===== src/sv/u2c_pkg.sv =====
//------------------------------------------------------------------------------
// u2c_pkg
// Shared types, constants and the code point mapping function.
//------------------------------------------------------------------------------
package u2c_pkg;

    localparam int          U2C_QUEUE_DEPTH = 2;
    localparam logic [9:0]  U2C_CAP_RESET   = 10'd63;

    localparam logic [15:0] CP_ASCII_END    = 16'h0080;
    localparam logic [15:0] CP_CYR_FIRST    = 16'h0410;
    localparam logic [15:0] CP_CYR_LAST     = 16'h044F;
    localparam logic [15:0] CP_CYR_OFFSET   = 16'h0350;
    localparam logic [15:0] CP_LATIN1_END   = 16'h0100;
    localparam logic [7:0]  CHAR_UNKNOWN    = 8'h3F;

    // One request's worth of results: up to three characters, the last of
    // which is the terminator when term is set.
    typedef struct packed {
        logic [1:0]      count;
        logic [2:0][7:0] chars;
        logic            term;
    } u2c_pkt_t;

    function automatic logic [7:0] map_code(input logic [15:0] cp);
        logic [7:0] r;
        if (cp < CP_ASCII_END)
        begin
            r = cp[7:0];
        end
        else if (cp >= CP_CYR_FIRST && cp <= CP_CYR_LAST)
        begin
            r = 8'(cp - CP_CYR_OFFSET);
        end
        else
        begin
            case (cp)
                16'h0401: r = 8'hA8;
                16'h0451: r = 8'hB8;
                16'h0402: r = 8'h80;
                16'h0452: r = 8'h90;
                16'h0404: r = 8'hAA;
                16'h0454: r = 8'hBA;
                16'h0406: r = 8'hB2;
                16'h0456: r = 8'hB3;
                16'h0407: r = 8'hAF;
                16'h0457: r = 8'hBF;
                16'h0490: r = 8'hA5;
                16'h0491: r = 8'hB4;
                16'h0408: r = 8'hA3;
                16'h0458: r = 8'hBC;
                16'h0409: r = 8'h8A;
                16'h0459: r = 8'h9A;
                16'h040A: r = 8'h8C;
                16'h045A: r = 8'h9C;
                16'h040B: r = 8'h8E;
                16'h045B: r = 8'h9E;
                16'h040F: r = 8'h8F;
                16'h045F: r = 8'h9F;
                default:  r = (cp < CP_LATIN1_END) ? cp[7:0] : CHAR_UNKNOWN;
            endcase
        end
        return r;
    endfunction

endpackage


===== src/sv/u2c_in_if.sv =====
//------------------------------------------------------------------------------
// u2c_in_if
// Source byte channel: valid/ready with one byte per request.
//------------------------------------------------------------------------------
interface u2c_in_if;
    logic       valid;
    logic       ready;
    logic [7:0] in_byte;

    modport source (output valid, output in_byte, input ready);
    modport sink   (input valid, input in_byte, output ready);
endinterface


===== src/sv/u2c_out_if.sv =====
//------------------------------------------------------------------------------
// u2c_out_if
// Result channel: valid/ready with one Windows-1251 character per request.
//------------------------------------------------------------------------------
interface u2c_out_if;
    logic       valid;
    logic       ready;
    logic [7:0] out_char;
    logic       out_last;

    modport source (output valid, output out_char, output out_last, input ready);
    modport sink   (input valid, input out_char, input out_last, output ready);
endinterface


===== src/sv/u2c_queue.sv =====
//------------------------------------------------------------------------------
// u2c_queue
// Small FIFO of result packets between the decoder and the serializer.
//------------------------------------------------------------------------------
module u2c_queue import u2c_pkg::*;
#(
    parameter int DEPTH = U2C_QUEUE_DEPTH
)
(
    input  logic     clk,
    input  logic     rst_n,
    input  logic     push,
    input  u2c_pkt_t wr_pkt,
    input  logic     pop,
    output u2c_pkt_t rd_pkt,
    output logic     empty,
    output logic     full
);

    localparam int PTR_W = (DEPTH > 1) ? $clog2(DEPTH) : 1;
    localparam int CNT_W = $clog2(DEPTH + 1);

    u2c_pkt_t           mem_reg [DEPTH];
    logic [PTR_W-1:0]   wr_ptr_reg, wr_ptr_next;
    logic [PTR_W-1:0]   rd_ptr_reg, rd_ptr_next;
    logic [CNT_W-1:0]   count_reg, count_next;

    assign empty  = (count_reg == '0);
    assign full   = (count_reg == CNT_W'(DEPTH));
    assign rd_pkt = mem_reg[rd_ptr_reg];

    always_comb
    begin
        wr_ptr_next = wr_ptr_reg;
        rd_ptr_next = rd_ptr_reg;
        count_next  = count_reg;
        if (push)
        begin
            wr_ptr_next = (wr_ptr_reg == PTR_W'(DEPTH - 1)) ? '0 : wr_ptr_reg + 1'b1;
        end
        if (pop)
        begin
            rd_ptr_next = (rd_ptr_reg == PTR_W'(DEPTH - 1)) ? '0 : rd_ptr_reg + 1'b1;
        end
        if (push && !pop)
        begin
            count_next = count_reg + 1'b1;
        end
        else if (pop && !push)
        begin
            count_next = count_reg - 1'b1;
        end
    end

    always_ff @(posedge clk or negedge rst_n)
    begin
        if (!rst_n)
        begin
            wr_ptr_reg <= '0;
            rd_ptr_reg <= '0;
            count_reg  <= '0;
        end
        else
        begin
            wr_ptr_reg <= wr_ptr_next;
            rd_ptr_reg <= rd_ptr_next;
            count_reg  <= count_next;
        end
    end

    always_ff @(posedge clk)
    begin
        if (push)
        begin
            mem_reg[wr_ptr_reg] <= wr_pkt;
        end
    end

endmodule


===== src/sv/u2c_front.sv =====
//------------------------------------------------------------------------------
// u2c_front
// UTF-8 decoder: holds sequence state, counts output, builds result packets.
//------------------------------------------------------------------------------
module u2c_front import u2c_pkg::*;
(
    input  logic       clk,
    input  logic       rst_n,
    input  logic       cfg_we,
    input  logic [9:0] cfg_data,
    input  logic       in_valid,
    input  logic [7:0] in_byte,
    output logic       in_ready,
    input  logic       queue_full,
    output logic       push,
    output u2c_pkt_t   pkt
);

    typedef struct packed {
        logic [9:0]      cnt;
        logic [1:0]      n;
        logic [2:0][7:0] chars;
    } emit_t;

    function automatic emit_t do_emit(input emit_t s, input logic [7:0] c,
                                      input logic [9:0] cap);
        emit_t r;
        r = s;
        if (s.cnt < cap)
        begin
            r.chars[s.n] = c;
            r.n          = s.n + 2'd1;
            r.cnt        = s.cnt + 10'd1;
        end
        return r;
    endfunction

    logic [9:0] cap_reg;
    logic [7:0] lead_reg, lead_next;
    logic [7:0] second_reg, second_next;
    logic [1:0] pend_reg, pend_next;
    logic [9:0] emitted_reg, emitted_next;

    emit_t       st;
    logic        do_start;
    logic        term;
    logic        accept;
    logic [15:0] cp2;
    logic [15:0] cp3;

    assign in_ready = !queue_full;
    assign accept   = in_valid && in_ready;
    assign cp2      = {5'd0, lead_reg[4:0], in_byte[5:0]};
    assign cp3      = {lead_reg[3:0], second_reg[5:0], in_byte[5:0]};

    always_comb
    begin
        st          = '{cnt: emitted_reg, n: 2'd0, chars: '0};
        lead_next   = lead_reg;
        second_next = second_reg;
        pend_next   = pend_reg;
        do_start    = 1'b0;
        term        = 1'b0;

        if (in_byte == 8'd0)
        begin
            term = 1'b1;
            if (pend_reg != 2'd0)
            begin
                st = do_emit(st, lead_reg, cap_reg);
            end
            if (pend_reg >= 2'd2)
            begin
                st = do_emit(st, second_reg, cap_reg);
            end
            pend_next   = 2'd0;
            lead_next   = 8'd0;
            second_next = 8'd0;
        end
        else if (emitted_reg >= cap_reg)
        begin
            pend_next = 2'd0;
        end
        else if (pend_reg == 2'd0)
        begin
            do_start = 1'b1;
        end
        else if (in_byte[7:6] == 2'b10)
        begin
            if (lead_reg[7:5] == 3'b110)
            begin
                pend_next = 2'd0;
                st        = do_emit(st, map_code(cp2), cap_reg);
            end
            else if (pend_reg == 2'd1)
            begin
                second_next = in_byte;
                pend_next   = 2'd2;
            end
            else
            begin
                pend_next = 2'd0;
                st        = do_emit(st, map_code(cp3), cap_reg);
            end
        end
        else
        begin
            // bad continuation: flush held bytes raw, restart on this byte
            pend_next = 2'd0;
            st        = do_emit(st, lead_reg, cap_reg);
            if (pend_reg >= 2'd2)
            begin
                st = do_emit(st, second_reg, cap_reg);
            end
            do_start = 1'b1;
        end

        if (do_start)
        begin
            if (in_byte[7:5] == 3'b110 || in_byte[7:4] == 4'b1110)
            begin
                if (st.cnt < cap_reg)
                begin
                    lead_next = in_byte;
                    pend_next = 2'd1;
                end
            end
            else
            begin
                st = do_emit(st, in_byte, cap_reg);
            end
        end

        emitted_next = term ? 10'd0 : st.cnt;

        // terminator slot is already zero in chars
        pkt.count = st.n + {1'b0, term};
        pkt.chars = st.chars;
        pkt.term  = term;
    end

    assign push = accept && (pkt.count != 2'd0);

    always_ff @(posedge clk or negedge rst_n)
    begin
        if (!rst_n)
        begin
            cap_reg     <= U2C_CAP_RESET;
            lead_reg    <= 8'd0;
            second_reg  <= 8'd0;
            pend_reg    <= 2'd0;
            emitted_reg <= 10'd0;
        end
        else
        begin
            if (cfg_we)
            begin
                cap_reg <= cfg_data;
            end
            if (accept)
            begin
                lead_reg    <= lead_next;
                second_reg  <= second_next;
                pend_reg    <= pend_next;
                emitted_reg <= emitted_next;
            end
        end
    end

endmodule


===== src/sv/u2c_back.sv =====
//------------------------------------------------------------------------------
// u2c_back
// Serializer: walks each packet one character at a time into the output reg.
//------------------------------------------------------------------------------
module u2c_back import u2c_pkg::*;
(
    input  logic       clk,
    input  logic       rst_n,
    input  u2c_pkt_t   pkt,
    input  logic       pkt_valid,
    output logic       pop,
    output logic       out_valid,
    output logic [7:0] out_char,
    output logic       out_last,
    input  logic       out_ready
);

    logic [1:0] sub_reg, sub_next;
    logic       valid_reg, valid_next;
    logic [7:0] char_reg;
    logic       last_reg;
    logic       load;
    logic       last_sub;

    assign load      = pkt_valid && (!valid_reg || out_ready);
    assign last_sub  = (sub_reg == pkt.count - 2'd1);
    assign pop       = load && last_sub;
    assign out_valid = valid_reg;
    assign out_char  = char_reg;
    assign out_last  = last_reg;

    always_comb
    begin
        sub_next   = sub_reg;
        valid_next = valid_reg;
        if (load)
        begin
            valid_next = 1'b1;
            sub_next   = last_sub ? 2'd0 : sub_reg + 2'd1;
        end
        else if (out_ready)
        begin
            valid_next = 1'b0;
        end
    end

    always_ff @(posedge clk or negedge rst_n)
    begin
        if (!rst_n)
        begin
            sub_reg   <= 2'd0;
            valid_reg <= 1'b0;
        end
        else
        begin
            sub_reg   <= sub_next;
            valid_reg <= valid_next;
        end
    end

    always_ff @(posedge clk)
    begin
        if (load)
        begin
            char_reg <= pkt.chars[sub_reg];
            last_reg <= pkt.term && last_sub;
        end
    end

endmodule


===== src/sv/utf8_to_cp1251_transcoder_core.sv =====
//------------------------------------------------------------------------------
// utf8_to_cp1251_transcoder_core
// UTF-8 to Windows-1251 streaming transcoder, decoder and serializer split by
// a packet queue.
//------------------------------------------------------------------------------
//  channel   dir   payload              handshake
//  byte_ch   in    in_byte[7:0]         valid/ready
//  char_ch   out   out_char[7:0], last  valid/ready
//  cfg       in    cfg_data[9:0]        cfg_we, no read-back
//
//  One byte per cycle; a byte that yields k characters (k up to 3) is sent
//  out one character at a time, so input stalls once the queue fills.
//  A byte's first character is registered in the queue, then in the output register.
//  Async active-low reset clears sequence state, counters and the queue;
//  capacity resets to 63.
//------------------------------------------------------------------------------
module utf8_to_cp1251_transcoder_core import u2c_pkg::*;
#(
    parameter int QUEUE_DEPTH = U2C_QUEUE_DEPTH
)
(
    input  logic         clk,
    input  logic         rst_n,
    input  logic         cfg_we,
    input  logic [9:0]   cfg_data,
    u2c_in_if.sink       byte_ch,
    u2c_out_if.source    char_ch
);

    u2c_pkt_t wr_pkt;
    u2c_pkt_t rd_pkt;
    logic     push;
    logic     pop;
    logic     empty;
    logic     full;

    u2c_front u_front (
        .clk        (clk),
        .rst_n      (rst_n),
        .cfg_we     (cfg_we),
        .cfg_data   (cfg_data),
        .in_valid   (byte_ch.valid),
        .in_byte    (byte_ch.in_byte),
        .in_ready   (byte_ch.ready),
        .queue_full (full),
        .push       (push),
        .pkt        (wr_pkt)
    );

    u2c_queue #(
        .DEPTH (QUEUE_DEPTH)
    ) u_queue (
        .clk    (clk),
        .rst_n  (rst_n),
        .push   (push),
        .wr_pkt (wr_pkt),
        .pop    (pop),
        .rd_pkt (rd_pkt),
        .empty  (empty),
        .full   (full)
    );

    u2c_back u_back (
        .clk       (clk),
        .rst_n     (rst_n),
        .pkt       (rd_pkt),
        .pkt_valid (!empty),
        .pop       (pop),
        .out_valid (char_ch.valid),
        .out_char  (char_ch.out_char),
        .out_last  (char_ch.out_last),
        .out_ready (char_ch.ready)
    );

endmodule


===== src/flat_wrapper.sv =====
// flat-port wrapper written by rule: the top's interface ports become plain ports
module utf8_to_cp1251_transcoder_core_flat import u2c_pkg::*;
#(
    parameter int QUEUE_DEPTH = U2C_QUEUE_DEPTH
)
  (clk, rst_n, cfg_we, cfg_data, byte_ch_valid, byte_ch_in_byte, byte_ch_ready, char_ch_valid, char_ch_out_char, char_ch_out_last, char_ch_ready);
  u2c_in_if byte_ch_i ();
  u2c_out_if char_ch_i ();
  input  logic clk;
  input  logic rst_n;
  input  logic cfg_we;
  input  logic [9:0] cfg_data;
  input wire logic [$bits(byte_ch_i.valid)-1:0] byte_ch_valid;
  input wire logic [$bits(byte_ch_i.in_byte)-1:0] byte_ch_in_byte;
  output wire logic [$bits(byte_ch_i.ready)-1:0] byte_ch_ready;
  output wire logic [$bits(char_ch_i.valid)-1:0] char_ch_valid;
  output wire logic [$bits(char_ch_i.out_char)-1:0] char_ch_out_char;
  output wire logic [$bits(char_ch_i.out_last)-1:0] char_ch_out_last;
  input wire logic [$bits(char_ch_i.ready)-1:0] char_ch_ready;
  assign byte_ch_i.valid = byte_ch_valid;
  assign byte_ch_i.in_byte = byte_ch_in_byte;
  assign byte_ch_ready = byte_ch_i.ready;
  assign char_ch_valid = char_ch_i.valid;
  assign char_ch_out_char = char_ch_i.out_char;
  assign char_ch_out_last = char_ch_i.out_last;
  assign char_ch_i.ready = char_ch_ready;
  utf8_to_cp1251_transcoder_core #(.QUEUE_DEPTH(QUEUE_DEPTH)) u_core (.clk(clk), .rst_n(rst_n), .cfg_we(cfg_we), .cfg_data(cfg_data), .byte_ch(byte_ch_i), .char_ch(char_ch_i));
endmodule

===== config.mk =====
export PLATFORM = sky130hd
export DESIGN_NAME = utf8_to_cp1251_transcoder_core_flat
export DESIGN_NICKNAME = d
export VERILOG_FILES = /design/src/sv/u2c_pkg.sv /design/src/sv/u2c_in_if.sv /design/src/sv/u2c_out_if.sv /design/src/sv/u2c_queue.sv /design/src/sv/u2c_front.sv /design/src/sv/u2c_back.sv /design/src/sv/utf8_to_cp1251_transcoder_core.sv /design/src/flat_wrapper.sv
export SDC_FILE = /design/constraint.sdc
export NUM_CORES = 1
export LEC_CHECK = 0
export BUFFER_PORTS_ARGS = -buffer_cell sky130_fd_sc_hd__buf_2
export CAP_MARGIN = 20
export CORE_MARGIN = 4
export CORE_UTILIZATION = 36
export DETAILED_ROUTE_END_ITERATION = 10
export SYNTH_ARGS = -nofsm -noshare
export SYNTH_HDL_FRONTEND = slang
export SYNTH_SLANG_ARGS = --single-unit
export TNS_END_PERCENT = 100

===== constraint.sdc =====
create_clock -name clk -period 7.6 [get_ports clk]
set_input_delay 1.9 -clock clk [delete_from_list [all_inputs] [get_ports clk]]
set_output_delay 1.9 -clock clk [all_outputs]
set_load 0.005 [all_outputs]

==> results.py <==
metrics = {
    "outcome": {
        "outcome": "completed",
    },
    "detailed_routing": {
        "drt-vias-per-instance": 5.86,
        "drt_first_iter_violations": 834,
        "antenna_left": 0,
        "via_count": 8000,
        "routed_wirelength_um": 27200,
        "routed_wire_length_per_instance_um": 19.9,
        "detail_route.first_pass.iterations": 5,
        "drc_errors": 0,
    },
    "clock_network": {
        "cell_at_the_root_of_the_clock_tree": "sky130_fd_sc_hd__clkbuf_16",
        "tritoncts_clock_tree": "done",
        "numClockSinks": 108,
        "clkTransAtPathRegs_ps": 80,
        "cts.htree.levels": 3,
        "clk_latency_ps": 370,
        "numCtsBuffers": 9,
        "clockBufferDepth": 2,
        "hold_buffers": 0,
    },
    "setup_path": {
        "endpoint_kind": "register",
        "timing_worst_setup_path_type": "reg -> reg",
        "crit_path_max_fanout": 27,
        "start_kind": "register",
        "worst_r2r_start": "u_core.u_front.cap_reg[5]",
        "worstPathRequired_ps": 7670,
        "reg2regPathDepth": 32,
        "crit_path_frequent_cell": "sky130_fd_sc_hd__ha_1",
        "timing.critical_path.arrival_ps": 7100,
        "crit_startpoint": "u_core.u_front.cap_reg[5]",
        "cp_max_stage_delay_ps": 520,
        "worst_path_max_delay_cell": "sky130_fd_sc_hd__dfstp_2",
    },
    "timing": {
        "hold-worst-slack_ps": 493,
        "finalClockSkew_ps": 16.5,
        "min_period_over_period": 0.926,
        "setup_repair_after_global_routing_missed_its_margin": "no",
        "setup_violation_total_in_the_final_timing_report": 0,
        "slew_viol_final": 0,
        "period_minus_slack_ps": 7040,
        "max_freq_ghz": 0.142,
        "hold_viol": 0,
        "slew_headroom": 0.481,
        "worstMarginPinSlew_ps": 774,
        "setup_total_negative_slack_ps": 0,
    },
    "worst_hold_path": {
        "hold_class": "reg -> reg",
        "critical_hold_path_startpoint": "u_core.u_back.out_valid",
        "worstHoldPathCells": 2,
    },
    "logic_synthesis": {
        "xor_xnor_share_of_the_synthesized_area": 0.0308,
        "yosys_most_used_dff": "sky130_fd_sc_hd__edfxtp_1",
        "synth_enable_flop_cells": 63,
        "synth_fa_ha_area_frac": 0.0763,
        "cell_area_after_synthesis_sq_um": 8530,
        "netlist.top_cell.by_area": "sky130_fd_sc_hd__edfxtp_1",
        "synthTopCellsByArea": "sky130_fd_sc_hd__edfxtp_1, sky130_fd_sc_hd__dfrtp_1, sky130_fd_sc_hd__ha_1",
        "synth_compound_area_frac": 0.228,
        "yosys-mux-area-fraction": 0.0434,
        "synth.ff_latch_count": 108,
        "simple_gate_portion_of_the_synthesized_area": 0.218,
        "synth_cell_types": 88,
        "synth.yosys.warnings": 0,
        "synth_async_sr_flop_share": 0.417,
        "synth.avg_cell_area_sq_um": 8.61,
        "synth_top_family_by_area": "compound AO/OA/AOI/OAI gates",
        "yosys.area.top_type_share": 0.222,
        "synth.yosys.seq_area_share": 0.355,
        "synth_fp_nets": 1066,
        "post_synth_inst_count": 991,
    },
    "finish": {
        "final_layout_size_suffix_gt1_frac": 0.168,
        "area_growth_syn_to_layout_pct": 14.9,
        "n_diodes": 0,
        "nets": 1117,
        "largest_register_ff_count": 54,
        "final_cell_area_sq_um": 9800,
    },
    "die": {
        "initial_core_util": 0.364,
        "io_pins": 34,
        "placement_rows": 56,
        "dieArea_sq_um": 26200,
        "core_area_sq_um": 23400,
        "die_x_um": 162,
        "fp.dieH_um": 162,
    },
    "grt": {
        "first_global_vias": 7497,
        "grtUsageTotal": 0.207,
        "grt-ovfl-total": 0,
        "largest_net_degree_at_the_start_of_global_routing": 46,
        "antenna_found_initial": 1,
        "grt_pass1_wl_um": 42900,
    },
    "pwr": {
        "p_int_mw": 1.69,
        "pwr-share-comb": 0.500,
        "clockPowerShare": 0.165,
        "power.share.sequential": 0.336,
        "power.ir.vdd_worst_v": 0.000228,
        "power.static_leakage_nw": 3.99,
        "power.total_mw": 3.00,
        "power_switching_mw": 1.31,
        "power.share.switching": 0.438,
        "power_density_nw_per_um2": 306,
    },
    "placed_design": {
        "placed_area_sq_um": 9330,
        "dp_hpwl_um": 20700,
        "port-buffer-count": 33,
        "gp_congestion": 1.02,
    },
    "flow_run": {
        "drv_cap": 0,
    },
}
[critical path, delay by kind of cell (launching register included)]
family | cells | cell delay (ps)
compound gates | 13 | 2560
xor+xnor | 2 | 320
fa+ha+maj | 4 | 1020
buf+inv | 4 | 470
flops | 1 | 520
mux | 1 | 350
simple gates | 8 | 1450
[cells by family after synthesis]
kind of cell	Yosys count
AND/OR/NAND/NOR	376
AO/OA/AOI/OAI	294
flip-flops	108
buffers and inverters	104
adder cells (fa/ha/maj)	52
XOR/XNOR	30
multiplexers	27
[per-stage QoR]
step | worst slack [ps] | cells | utilization
floorplan | -163 | 991 | -
global placement | 300 | 1344 | 0.398
detailed placement | 178 | 1344 | 0.398
CTS | 132 | 1360 | 0.412
global route | 32.9 | 1366 | 0.419
finish | 564 | 1366 | 0.419
[repair_timing]
action,CTS,global route
buffers inserted,0,6
gates resized for setup,0,30
endpoints found under the setup margin,0,92
[synthesized netlist by cell type (19+ instances only)]
master and n:
sky130_fd_sc_hd__a21oi_1 57, sky130_fd_sc_hd__clkbuf_1 42, sky130_fd_sc_hd__dfrtp_1 39, sky130_fd_sc_hd__edfxtp_1 63, sky130_fd_sc_hd__ha_1 52, sky130_fd_sc_hd__inv_1 48
sky130_fd_sc_hd__mux2i_1 19, sky130_fd_sc_hd__nand2_1 121, sky130_fd_sc_hd__nand3_1 44, sky130_fd_sc_hd__nor2_1 78, sky130_fd_sc_hd__nor3_1 26, sky130_fd_sc_hd__o21ai_0 73
sky130_fd_sc_hd__o22ai_1 20
[layout make-up]
type	count	area, sq um
Multi-Input combinational cell	779	5220
Timing Repair Buffer	95	668
Clock inverter	7	81.3
Tap cell	319	399
Inverter	49	184
Fill cell	2321	13600
Clock buffer	9	225
Sequential cell	108	3030
[power groups by stage]
stage	registers (mW)	logic, mW	clock network (mW)
after CTS	1.00	1.45	0.501
after global routing	1.03	1.66	0.534
after global placement	1.01	1.44	0
after floorplan	0.935	1.04	0
final	1.01	1.50	0.493
after detailed placement	1.01	1.45	0
[path summary, 6_finish.rpt]
path                            slack [ps]                            end
worst min register to register         490        u_core.u_back.out_valid
worst max-delay path                   560  u_core.u_queue.mem_reg[0][17]
worst min-delay path                   490        u_core.u_back.out_valid
min in group asynchronous             1650  u_core.u_front.emitted_reg[4]
worst max register to register         560  u_core.u_queue.mem_reg[0][17]
max in group asynchronous             5500        u_core.u_back.out_valid
[cell usage in the layout, fill, tap and decap left out, types with 17 or more instances in the layout]
master	synthesis	final
sky130_fd_sc_hd__o21ai_0	73	70
sky130_fd_sc_hd__ha_1	52	52
sky130_fd_sc_hd__edfxtp_1	63	63
sky130_fd_sc_hd__o22ai_1	20	20
sky130_fd_sc_hd__nand2_1	121	117
sky130_fd_sc_hd__buf_2	6	33
sky130_fd_sc_hd__inv_1	48	48
sky130_fd_sc_hd__nand3_1	44	44
sky130_fd_sc_hd__a21oi_1	57	55
sky130_fd_sc_hd__dfrtp_1	39	39
sky130_fd_sc_hd__buf_4	2	59
sky130_fd_sc_hd__nand4_1	17	17
sky130_fd_sc_hd__mux2i_1	19	18
sky130_fd_sc_hd__nor2_1	78	74
sky130_fd_sc_hd__nor3_1	26	22
[per-layer routing]
layer  vias up  part of all wire  global-route usage  routed length (um)
met5         -                 0                   0                   0
met4         0             0.028              0.0665                 770
met3        51             0.089              0.0457                2440
met2       346              0.43               0.305               11600
met1      3776              0.46               0.303               12400
li1       3827                 -                   -                   -
Power figures use the tool's default switching activity.
